[config.mk]
export PLATFORM = sky130hd
export DESIGN_NAME = bxds_out_fifo
export DESIGN_NICKNAME = d
export VERILOG_FILES = /design/src/rtl/core/bxds_pkg.sv /design/src/rtl/core/bxds_out_fifo.sv
export SDC_FILE = /design/constraint.sdc
export NUM_CORES = 1
export LEC_CHECK = 0
export ABC_AREA = 1
export BUFFER_PORTS_ARGS = -buffer_cell sky130_fd_sc_hd__buf_2
export CAP_MARGIN = 10
export CORE_ASPECT_RATIO = 0.5
export CORE_MARGIN = 2
export CORE_UTILIZATION = 35
export DETAILED_ROUTE_END_ITERATION = 16
export GPL_TIMING_DRIVEN = 0
export PLACE_DENSITY = 0.66
export SKIP_LAST_GASP = 1
export SYNTH_ARGS = -nofsm -noshare
export SYNTH_HDL_FRONTEND = slang
export SYNTH_SLANG_ARGS = --single-unit
[constraint.sdc]
create_clock -name clk_i -period 6.2 [get_ports clk_i]
set_input_delay 1.24 -clock clk_i [delete_from_list [all_inputs] [get_ports clk_i]]
set_output_delay 1.24 -clock clk_i [all_outputs]
set_load 0.01 [all_outputs]
[src/rtl/core/bxds_pkg.sv]
`default_nettype none

package bxds_pkg;

  localparam int unsigned NumChan          = 3;
  localparam int unsigned PixW             = 8;
  localparam int unsigned CfgDataW         = 13;
  localparam int unsigned CfgIdxW          = 2;
  localparam int unsigned ScaleW           = 3;
  localparam int unsigned RowW             = 12;
  localparam int unsigned HgtW             = 13;
  localparam int unsigned OutPosW          = 12;
  localparam int unsigned HeightMax        = 4096;
  localparam int unsigned MaxWidthDef      = 4096;
  localparam int unsigned MaxScaleLog2Def  = 4;
  localparam int unsigned FifoDepth        = 3;

  localparam logic [CfgDataW-1:0] WidthRst  = CfgDataW'(1);
  localparam logic [CfgDataW-1:0] HeightRst = CfgDataW'(1);
  localparam logic [ScaleW-1:0]   ScaleRst  = ScaleW'(1);

  typedef enum logic [CfgIdxW-1:0] {
    CFG_IMG_WIDTH  = 2'd0,
    CFG_IMG_HEIGHT = 2'd1,
    CFG_SCALE_LOG2 = 2'd2
  } cfg_idx_e;

  typedef struct packed {
    logic [NumChan-1:0][PixW-1:0] avg;
    logic [OutPosW-1:0]           out_col;
    logic [OutPosW-1:0]           out_row;
    logic                         row_end;
    logic                         frame_end;
  } res_t;

endpackage

`default_nettype wire

[src/rtl/core/bxds_out_fifo.sv]
`default_nettype none

module bxds_out_fifo
  import bxds_pkg::*;
#(
  localparam int unsigned PW = $clog2(FifoDepth),
  localparam int unsigned CW = $clog2(FifoDepth + 1)
) (
  input  logic clk_i,
  input  logic rst_ni,
  input  logic push_i,
  input  res_t res_i,
  output logic room_o,
  output logic out_valid_o,
  input  logic out_ready_i,
  output res_t res_o
);

  res_t          mem_q [FifoDepth];
  logic [PW-1:0] wr_q, rd_q;
  logic [CW-1:0] cnt_q;
  logic          pop;

  assign pop         = out_valid_o && out_ready_i;
  assign out_valid_o = cnt_q != '0;
  assign res_o       = mem_q[rd_q];
  // one slot is held back for a result already in flight
  assign room_o      = ({1'b0, cnt_q} + (CW + 1)'(push_i)) < (CW + 1)'(FifoDepth);

  always_ff @(posedge clk_i or negedge rst_ni) begin
    if (!rst_ni) begin
      wr_q  <= '0;
      rd_q  <= '0;
      cnt_q <= '0;
    end else begin
      if (push_i) begin
        wr_q <= (32'(wr_q) == FifoDepth - 1) ? '0 : wr_q + PW'(1);
      end
      if (pop) begin
        rd_q <= (32'(rd_q) == FifoDepth - 1) ? '0 : rd_q + PW'(1);
      end
      cnt_q <= cnt_q + CW'(push_i) - CW'(pop);
    end
  end

  always_ff @(posedge clk_i) begin
    if (push_i) begin
      mem_q[wr_q] <= res_i;
    end
  end

`ifndef SYNTHESIS
  a_no_overflow: assert property (@(posedge clk_i) disable iff (!rst_ni)
    push_i |-> (32'(cnt_q) < FifoDepth) || pop)
    else $error("result queue overflow");
  a_cnt_bound: assert property (@(posedge clk_i) disable iff (!rst_ni)
    32'(cnt_q) <= FifoDepth)
    else $error("result queue count out of range");
  a_cnt_track: assert property (@(posedge clk_i) disable iff (!rst_ni)
    push_i && !pop |=> cnt_q == $past(cnt_q) + CW'(1))
    else $error("result queue count did not advance");
`endif

endmodule

`default_nettype wire

* Yosys cells after proc, flatten, opt, wreduce, memory -nomap -nowiden
Memories as Yosys holds them, arrays and structs flattened.
Cells that the tools add are included.
** Operators by class
- Add/sub/neg operators :: 5
- Magnitude comparators :: 1
- Equal/unequal tests :: 2
- Multiplexer cells :: 4
- Reduce and logical (&&, ||, !) cells :: 2
** Operators by type and width (number)
- adder 2 x 1 -> 2 bit (second input constant) :: 2
- == test 2 bit (second input constant) :: 2
- 2-to-1 mux 2 bit :: 2
- adder 2 x 1 -> 3 bit :: 1
- < comparator 3 x 2 -> 1 bit (second input constant) :: 1
- adder 2 x 1 -> 2 bit :: 1
- 2-to-1 mux 1 bit :: 2
- nonzero test 2 bit :: 1
- subtractor 2 x 1 -> 2 bit :: 1
- logical AND 1 bit :: 1
** Word-level totals
- Bits in registers :: 6
- RAM bits :: 150
- Bits of input ports :: 54
- Output and inout port bits :: 52
- Word-level logic and storage cells :: 18
- Memories :: 1
** Memory list
- mem_q :: words 3, width 50, rd ports 1, clocked after Yosys merged registers in 0, wr ports 1, RTL line bxds_out_fifo.sv:19 : res_t mem_q [FifoDepth];

* Logic depth before layout (Yosys ltp)
Gate-level depths: netlist of run 1.
- Depth after elaboration :: 3
- Depth in mapped cells :: 10
- Depth with buffers taken out :: 10

* Least setup slack after synthesis of run 1
OpenSTA, ideal clock, no wires.
- Path kind :: input to register
- From :: input push_i
- To :: memory mem_q[2][0] (netlist name), enable pin
- Setup time :: 0.519 ns
- Arrival :: 4.671 ns
- Setup slack :: 1.009 ns
- Stages :: 2
- Path through :: inv_1 > nor3_1
** Between the ends
- Longest elaborated chain between the ends :: 2
** Ends and longest elaborated chain
- start: declaration :: RTL line bxds_out_fifo.sv:11 : input logic push_i,
- 2-to-1 mux 1 bit :: RTL line bxds_out_fifo.sv:47 : if (push_i) begin
- 2-to-1 mux 1 bit (implied by the code) :: RTL line bxds_out_fifo.sv:48 : mem_q[wr_q] <= res_i;
- end: declaration :: RTL line bxds_out_fifo.sv:19
Every way passes these cells.

* Final worst setup path of run 1
- From :: input push_i
- To :: output room_o
** Between the ends
- Longest elaborated chain between the ends :: 2
** Ends and longest elaborated chain
- adder 2 x 1 -> 3 bit :: RTL line bxds_out_fifo.sv:28 : assign room_o = ({1'b0, cnt_q} + (CW + 1)'(push_i)) < (CW + 1)'(FifoDepth);
- < comparator 3 x 2 -> 1 bit :: RTL line bxds_out_fifo.sv:28
- end: declaration :: RTL line bxds_out_fifo.sv:13 : output logic room_o,
Every way passes these cells.

==> flow_metrics.tcl, run 1 <==
set metrics [dict create \
    status "completed" \
    post_synth_fa_ha_maj_area_fraction 0.00850 \
    crit_family "adder cells" \
    synth_top_family_by_area "simple AND/OR/NAND/NOR gates" \
    port-buffer-count 105 \
    cp_data_arrival_time_ns 2.15 \
    post-route-drc-count 0 \
    grt_overflow 0 \
    crit_required_ns 4.96 \
    ports_placed_on_the_boundary 106 \
    synthesis.instances 417 \
    fin_crit_sh 0.547 \
    fp-row-count 33 \
    synth_nets 475 \
    floorplan.die.height_um 95.7 \
    detailroute.via_count 3623 \
    ctsRootBufferMaster "clkbuf_16" \
    cellPowerDensity_nw_per_um2 502 \
    first_global_vias 3644 \
    critical_path.startpoint_type "input pin" \
    worst_pin_slew_ns 0.946 \
    fin_area_um2 7400 \
    numCtsBuffers 17 \
    cts-hold-fix-buffers 0 \
    n_fill_cell 1480 \
    power.switching_fraction 0.334 \
    antenna_left 0 \
    cp.depth 5 \
    coreArea_um2 16400 \
    largest_net_degree_at_the_start_of_global_routing 37 \
    route.detailed.wl_per_inst_um 15.4 \
    r2r.worst_path.cells 3 \
    power.share.clock 0.283 \
    placedInstanceArea_um2 6790 \
    synthDistinctLibCells 15 \
    critical-path-slowest-cell "ha_1" \
    routed_via_density 4.60 \
    irDropWorstVdd_v 0.000213 \
    synth-warning-count 0 \
    p_switching_mw 1.24 \
    clkLatencyLatePin_ns 0.41 \
    cts_setup_buffers 0 \
    clk_path_buf_depth 2 \
    rsz_0062_raised_after_global_routing "no" \
    tritoncts "done" \
    clock_tree.htree_level_count 4 \
    synthesis.area_per_instance_um2 14.1 \
    critPathMaxStageDelay_ns 0.26 \
    fmaxAchievable_mhz 295 \
    drt_first_iter_violations 190 \
    syn2layout_area_growth_pct 25.7 \
    num_antenna_cells 0 \
    drt-total-wl_mm 12.1 \
    path_clk_slew_ns 0.05 \
    grt_use_met2 0.256 \
    mappedNetlistArea_um2 5890 \
    synth_mux_area_frac 0 \
    critical_path_class "in -> out" \
    report.final.slew_viol_count 0 \
    fraction_of_power_consumed_by_sequential_logic 0.376 \
    die_width_um 187 \
    firstDrtPassIters 4 \
    yosysSeqAreaShare 0.791 \
    crit_path_cell_trace "buf_2 -> ha_1 -> ha_1 -> a21oi_1 -> buf_2" \
    parity_gate_share_of_the_synthesized_area_counting_xor_and_xnor_cells 0 \
    p_leak_nw 2.88 \
    wire_length_of_the_first_global_routing_pass_mm 18.4 \
    routabilityCongestion 0.694 \
    cp_max_fo 7 \
    post_cts.resized_instances 0 \
    p_int_mw 2.47 \
    crit_buf_inv 2 \
    yosys.area_share.simple 0.165 \
    hold_ws_ns 0.589 \
    finalCriticalPeriod_ns 3.39 \
    final_core_util 0.450 \
    hold-path-cell-count 2 \
    global_route.peak_usage_layer "met2" \
    die_area_um2 17900 \
    yosys_register_bits 156 \
    critical_path.endpoint_type "output port" \
    hold_path_class "reg -> reg" \
    grt_util_met1 0.149 \
    dp_hpwl_mm 7.99 \
    numClockSinks 156 \
    antenna_found_initial 1 \
    start_util 0.358 \
    fin_nets 605 \
    finClkSkew_ns 0.00534 \
    final_layout_size_suffix_gt1_frac 0.296 \
    timing.max_slew.rel_slack 0.366 \
    gr-usage-met3 0.0467 \
    combinationalPowerShare 0.340 \
    maxCapViolCount 0 \
    globalRouteTotalUtil 0.138 \
    hold_viol_final 0 \
    synth-compound-area-share 0.00255 \
    timing.final.setup_violations 0 \
]
-- sequential cells by signal, summed over array words and instances (netlist names) --
register and flops:
cnt_q 2, mem_q 150, rd_q 2, wr_q 2
-- worst min-delay path, cell delays in order, from the launching register on --
cell and delay (ns):
dfrtp_1 0.32, inv_1 0.08, o21ai_0 0.16
-- per-layer routing --
layer	vias up	part of all wire
met5	-	0.0011
met4	2	0.017
met3	16	0.046
met2	67	0.54
met1	1774	0.40
li1	1764	-
-- synth_stat cells (all sizes together) --
| cell type | count | share of area |
|---|---|---|
| a21oi | 1 | 0.00085 |
| nor2 | 2 | 0.0040 |
| inv | 13 | 0.0083 |
| nor3 | 1 | 0.00085 |
| ha | 4 | 0.0085 |
| nand2 | 111 | 0.071 |
| nand3 | 105 | 0.089 |
| dfrtp | 6 | 0.026 |
| edfxtp | 150 | 0.77 |
| buf | 22 | 0.025 |
| o21ai | 2 | 0.0017 |
-- layout make-up --
| cell class | count | area (um^2) | share of cell area |
|---|---|---|---|
| inverters | 13 | 48.8 | 0.00660 |
| repair buffers | 111 | 614 | 0.0831 |
| multi-input cells | 226 | 1040 | 0.141 |
| clock buffers | 20 | 437 | 0.0590 |
| flip-flops and latches | 156 | 4650 | 0.629 |
| plain buffers | 22 | 146 | 0.0198 |
| clock inverters | 12 | 171 | 0.0232 |
| well taps | 227 | 284 | 0.0384 |
-- worst paths after layout --
kind	start	end	slack [ns]
max in group asynchronous	rst_ni	rd_q[1]	5.40
worst max-delay path	push_i	room_o	2.81
worst max register to register	wr_q[0]	mem_q[2][44]	4.24
min in group asynchronous	rst_ni	wr_q[0]	0.65
worst min register to register	wr_q[1]	wr_q[1]	0.59
worst min-delay path	wr_q[1]	wr_q[1]	0.59
-- layout by cell type, fill, tap and decap left out --
cell and count:
edfxtp_1 150, buf_2 120, nand2_1 111, nand3_1 105
clkbuf_16 17, inv_1 10, buf_6 8, dfrtp_1 6
clkinvlp_4 5, ha_1 4, bufinv_16 4, inv_2 3
clkbuf_1 3, buf_4 2, o21ai_0 2, clkinv_2 2
buf_12 2, nor2_8 1, nor3_2 1, a21oi_1 1
nor2_1 1, clkinv_1 1, buf_8 1
-- per-stage QoR --
| step | TNS (ns) | setup slack (ns) | instances | total power [mW] |
|---|---|---|---|---|
| floorplan | 0 | 1.01 | 417 | 2.17 |
| global placement | -74.40 | -1.49 | 749 | 2.67 |
| detailed placement | 0 | 2.80 | 755 | 2.71 |
| CTS | 0 | 2.81 | 787 | 3.76 |
| global route | 0 | 2.75 | 787 | 3.92 |
| finish | 0 | 2.81 | 787 | 3.71 |
-- kinds of logic after synthesis --
family / after synthesis
flops: 156
simple gates: 219
compound gates: 3
buf+inv: 35
fa+ha+maj: 4
-- power by group through the flow --
stage / sequential [mW] / combinational [mW] / clock, mW
2_1_floorplan: 1.42 / 0.754 / 0
3_3_place_gp: 1.43 / 1.24 / 0
3_5_place_dp: 1.42 / 1.29 / 0
4_1_cts: 1.40 / 1.30 / 1.07
5_1_grt: 1.41 / 1.40 / 1.11
6_report: 1.40 / 1.26 / 1.05
No activity file was read; power rests on OpenSTA's default activity.
==> run 2: changes to the inputs <==
Settings changed: ABC_AREA 1 to 0, PLACE_DENSITY 0.66 to 0.68.
Clock period 6.2 ns to 3.1 ns, I/O delays scaled along.
==> flow_metrics.tcl, run 2 <==
set metrics [dict create \
    cp_data_arrival_time_ns 1.59 \
    synth.most_common_cell "edfxtp_1" \
    ports_placed_on_the_boundary 106 \
    final_core_util 0.458 \
    numClockSinks 156 \
    fin_crit_sh 0.713 \
    post-route-drc-count 0 \
    critical_path_class "reg -> out" \
    cellPowerDensity_nw_per_um2 911 \
    post_cts.resized_instances 0 \
    fp-row-count 33 \
    synth-warning-count 0 \
    n_fill_cell 1472 \
    globalRouteTotalUtil 0.128 \
    crit_required_ns 2.48 \
    met2_length_mm 5.94 \
    timing.final.setup_violations 0 \
    yosysSeqAreaShare 0.787 \
    fmaxAchievable_mhz 452 \
    worst_slack_ns 0.889 \
    dp_worst_setup_slack_ns 0.783 \
    routedLengthMet1_mm 4.93 \
    ctsRootBufferMaster "clkbuf_16" \
    clk_path_buf_depth 2 \
    synthesis.area_per_instance_um2 17.1 \
    cts-hold-fix-buffers 0 \
    routed.top_layer "met5" \
    antenna_left 0 \
    maxCapViolCount 0 \
    dr_wl_met3_um 443 \
    critical_path.endpoint_type "output port" \
    drt_first_iter_violations 228 \
    floorplan.die.height_um 95.9 \
    dp_hpwl_mm 7.43 \
    wire_length_of_the_first_global_routing_pass_mm 16.9 \
    layout.cells.most_common "edfxtp_1" \
    numCtsBuffers 17 \
    route.detailed.wl_per_inst_um 15.9 \
    cts_setup_buffers 0 \
    yosys_register_bits 156 \
    hold_viol_final 0 \
    die_area_um2 18000 \
    fin_nets 535 \
    status "completed" \
    die_width_um 188 \
    total_power_mw 6.85 \
    routed_via_density 4.50 \
    largest_register_ff_count 150 \
    drt-total-wl_mm 11.4 \
    rsz_0062_raised_after_global_routing "no" \
    number_of_synthesized_flops_with_an_enable_pin 150 \
    firstDrtPassIters 4 \
    clkLatencyLatePin_ns 0.41 \
    hold_path_class "in -> async" \
    grt_overflow 0 \
    worst_pin_slew_ns 1.02 \
    ys_top_cells_by_count "edfxtp_1 (150), mux2i_1 (51), nand2_1 (51)" \
    tritoncts "done" \
    p_leak_nw 2.83 \
    port-buffer-count 105 \
    report.final.slew_viol_count 0 \
    syn2layout_area_growth_pct 27.2 \
    coreArea_um2 16400 \
    cp_max_fo 10 \
    start_util 0.360 \
    synthTopCellsByArea "edfxtp_1 (76%), mux2i_1 (8.6%), o21ai_1 (4.1%)" \
    first_global_vias 3167 \
    finalCriticalPeriod_ns 2.21 \
    largest_net_degree_at_the_start_of_global_routing 30 \
    routabilityCongestion 0.715 \
    synth-async-reset-ratio 0.0385 \
    detailroute.via_count 3229 \
    most_used_cells_in_the_layout_excluding_fill_and_tap_cells "edfxtp_1 (150), buf_2 (113), mux2i_1 (51), nand2_1 (51), o21ai_1 (49)" \
    synthDistinctLibCells 23 \
    finClkSkew_ns 0.00634 \
    antenna_found_initial 2 \
    synth-main-ff-cell "edfxtp_1" \
    top_register "mem_q" \
    clock_tree.htree_level_count 4 \
    synth_nets 404 \
    timing.max_slew.rel_slack 0.322 \
    synth.largest_area_cell "edfxtp_1" \
    synth_top_cell_area_share 0.762 \
    path_clk_slew_ns 0.06 \
    critical_path.startpoint_type "flop" \
    final_layout_size_suffix_gt1_frac 0.331 \
    mappedNetlistArea_um2 5910 \
    irDropWorstVdd_v 0.000492 \
    synthesis.instances 346 \
]
==> run 2: cell count changes after synthesis, moves of 7 or more <==
| cell | change |
|---|---|
| o21ai_1 | +49 |
| inv_1 | -8 |
| nand3_1 | -105 |
| nand2_1 | -60 |
| buf_2 | -7 |
| mux2i_1 | +51 |
==> run 2: critical path: stages (launching register included) <==
cell and delay (ns):
dfrtp_1 0.37, buf_4 0.18, buf_2 0.25, nand2_1 0.08
o21ai_1 0.13, buf_2 0.17
==> run 2: routing by layer <==
metal / vias to the layer above / track usage
met3: 8 / 0.0427
met4: 2 / 0.0472
met5: - / 0
li1: 1573 / -
met2: 46 / 0.222
met1: 1600 / 0.152
==> run 2: worst paths after layout <==
check	from	end	slack, ns	cells after the start
max	rd_q[1]	res_o[37]	0.89	5
min	rst_ni	cnt_q[1]	0.03	1
max reg2reg	wr_q[1]	mem_q[2][41]	1.13	3
min reg2reg	cnt_q[1]	cnt_q[1]	0.53	1
max in group asynchronous	rst_ni	rd_q[1]	2.92	1
min in group clk_i	res_i[15]	mem_q[2][15]	0.41	1
==> run 2: report_power, final <==
group          total, mW  switching [mW]  internal [mW]
Combinational       2.09            1.20          0.892
Sequential          2.73          0.0895           2.64
Clock               2.02           0.767           1.26
Total               6.85            2.06           4.79
==> run 2: area by class of cell <==
class | count | area (um^2) | share of cell area
Sequential cell | 156 | 4650 | 0.619
Multi-Input combinational cell | 169 | 1130 | 0.150
Timing Repair Buffer | 112 | 711 | 0.0945
Clock buffer | 19 | 433 | 0.0575
Tap cell | 227 | 284 | 0.0378
Clock inverter | 13 | 150 | 0.0200
Buffer | 17 | 146 | 0.0195
Inverter | 4 | 15.0 | 0.00200
Antenna cell | 1 | 2.50 | 0.000333
==> run 2: logic make-up (layout without fill, tap and decap cells) <==
family                   count (synthesis)  after routing  synth area share
flip-flops                             156            156             0.787
AND/OR/NAND/NOR                         57             57            0.0387
AO/OA/AOI/OAI                           53             53            0.0453
multiplexers                            53             53            0.0901
buffers and inverters                   21            165            0.0273
adder cells (fa/ha/maj)                  4              4           0.00846
XOR/XNOR                                 2              2           0.00296
other                                    0              1                 0
==> run 2: per-stage QoR <==
stage | cell area, um^2 | hold slack (ns) | std cells | TNS [ns]
after detailed placement | 6940 | 0.453 | 685 | 0
final | 7520 | 0.0290 | 718 | 0
after global routing | 7520 | 0.0146 | 717 | 0
after CTS | 7520 | 0.0128 | 717 | 0
after global placement | 6740 | 0.452 | 678 | -182.89
after floorplan | 5930 | 0.324 | 346 | 0
==> run 3: changes to the inputs <==
Clock period 3.1 ns to 1.9 ns, I/O delays scaled along.
==> flow_metrics.tcl, run 3 (same netlist as run 2, synthesis figures left out) <==
set metrics [dict create \
    fin_setup_tns_ns -0.821 \
    p_leak_nw 2.89 \
    start_util 0.360 \
    detailroute.via_count 3301 \
    cp_max_fo 10 \
    clock_tree.htree_level_count 4 \
    layout.cells.non_filler 725 \
    finalCriticalPeriod_ns 1.96 \
    numClockSinks 156 \
    finClkSkew_ns 0.00861 \
    numPlacedInstances 685 \
    post-route-drc-count 0 \
    ctsRootBufferMaster "clkbuf_16" \
    critical_path.startpoint_type "flop" \
    numCtsBuffers 17 \
    globalRouteTotalUtil 0.129 \
    report.final.slew_viol_count 0 \
    syn2layout_area_growth_pct 30.0 \
    most_used_cells_in_the_layout_excluding_fill_and_tap_cells "edfxtp_1 (150), buf_2 (106), nand2_1 (51)" \
    rsz_0062_raised_after_global_routing "yes" \
    floorplan.die.height_um 95.9 \
    cp_data_arrival_time_ns 1.58 \
    final_layout_size_suffix_gt1_frac 0.369 \
    ports_placed_on_the_boundary 106 \
    wire_length_of_the_first_global_routing_pass_mm 17.4 \
    critical_path_class "reg -> out" \
    fin_nets 543 \
    violations "negative setup slack" \
    clk_path_buf_depth 2 \
    route.detailed.wl_per_inst_um 16.0 \
    hold_viol_final 0 \
    coreArea_um2 16400 \
    dp_worst_setup_slack_ns -0.208 \
    grt_overflow 0 \
    fin_crit_sh 1.03 \
    layout.cells.most_common "edfxtp_1" \
    irDropWorstVdd_v 0.000969 \
    first_global_vias 3445 \
    critical_path.endpoint_type "output port" \
    maxCapViolCount 0 \
    routabilityCongestion 0.672 \
    firstDrtPassIters 4 \
    cellPowerDensity_nw_per_um2 1510 \
    port-buffer-count 105 \
    largest_net_degree_at_the_start_of_global_routing 27 \
    status "complete, but fails checks" \
    antenna_left 0 \
    largest_register_ff_count 150 \
    worst_slack_ns -0.0636 \
    antenna_found_initial 1 \
    clkLatencyLatePin_ns 0.41 \
    total_power_mw 11.6 \
    drt_first_iter_violations 176 \
    timing.final.setup_violations 33 \
    drt-total-wl_mm 11.6 \
    timing.max_slew.rel_slack 0.534 \
    crit_required_ns 1.52 \
    fp-row-count 33 \
    num_antenna_cells 0 \
    n_fill_cell 1439 \
    tritoncts "done" \
    fmaxAchievable_mhz 509 \
    routed_via_density 4.55 \
    die_area_um2 18000 \
    path_clk_slew_ns 0.06 \
    worst_pin_slew_ns 0.698 \
    die_width_um 188 \
    dp_hpwl_mm 7.35 \
    hold_path_class "in -> reg" \
    top_register "mem_q" \
]
run 3: changes by cell type in the layout (fill, tap and decap cells not counted), moves of 5 or more:
cell     delta
buf_4       +8
buf_2       -7
mux2i_1     -5
mux2i_2     +5
run 3: area by class of cell:
type / instances / area, um^2 / area share
multi-input cells: 170 / 1180 / 0.154
flip-flops and latches: 156 / 4660 / 0.606
clock buffers: 23 / 458 / 0.0596
repair buffers: 119 / 746 / 0.0970
plain buffers: 17 / 195 / 0.0254
inverters: 4 / 15.0 / 0.00195
clock inverters: 9 / 148 / 0.0192
well taps: 227 / 284 / 0.0370
run 3: metal layers:
metal | vias to the layer above | wire [um] | track usage
li1 | 1589 | - | -
met1 | 1644 | 4760 | 0.143
met2 | 49 | 6200 | 0.238
met3 | 17 | 438 | 0.0368
met4 | 2 | 157 | 0.0571
met5 | - | 11 | 0
run 3: metrics by stage:
step / utilization / area, um^2 / hold WS [ns]
after CTS: 0.462 / 7600 / 0.152
after detailed placement: 0.420 / 6900 / 0.209
after global placement: 0.411 / 6760 / 0.209
final: 0.468 / 7680 / 0.173
after floorplan: - / 5950 / 0.0844
after global routing: 0.468 / 7680 / 0.154
run 3: worst max-delay path, cell delays in order, from the launching register on:
cell and delay, ns:
dfrtp_1 0.39, buf_8 0.16, buf_12 0.15, mux2i_2 0.15
o21ai_2 0.16, buf_2 0.16
run 3: final timing paths:
kind | end | depth (start not counted) | start | slack, ns
max | res_o[45] | 5 | rd_q[0] | -0.06
min | mem_q[1][12] | 1 | res_i[12] | 0.17
max reg2reg | cnt_q[1] | 7 | cnt_q[1] | 0.20
min reg2reg | cnt_q[1] | 1 | cnt_q[1] | 0.58
max in group asynchronous | wr_q[0] | 2 | rst_ni | 1.41
min in group asynchronous | rd_q[0] | 2 | rst_ni | 0.32
run 3: what timing repair did:
| item | 4_1_cts | 5_1_grt |
|---|---|---|
| gates cloned | 0 | 2 |
| setup endpoints to repair | 81 | 77 |
| hold buffers | 1 | 0 |
| pin swaps | 3 | 7 |
| setup buffers | 4 | 1 |
| endpoints found under the hold margin | 6 | 0 |
| resized for setup | 14 | 15 |
run 3: power by group:
part / leakage [nW] / total (mW) / switching (mW) / internal, mW
sequential: 1.45 / 4.49 / 0.168 / 4.32
combinational: 1.14 / 3.70 / 2.03 / 1.67
clock: 0.295 / 3.44 / 1.22 / 2.22
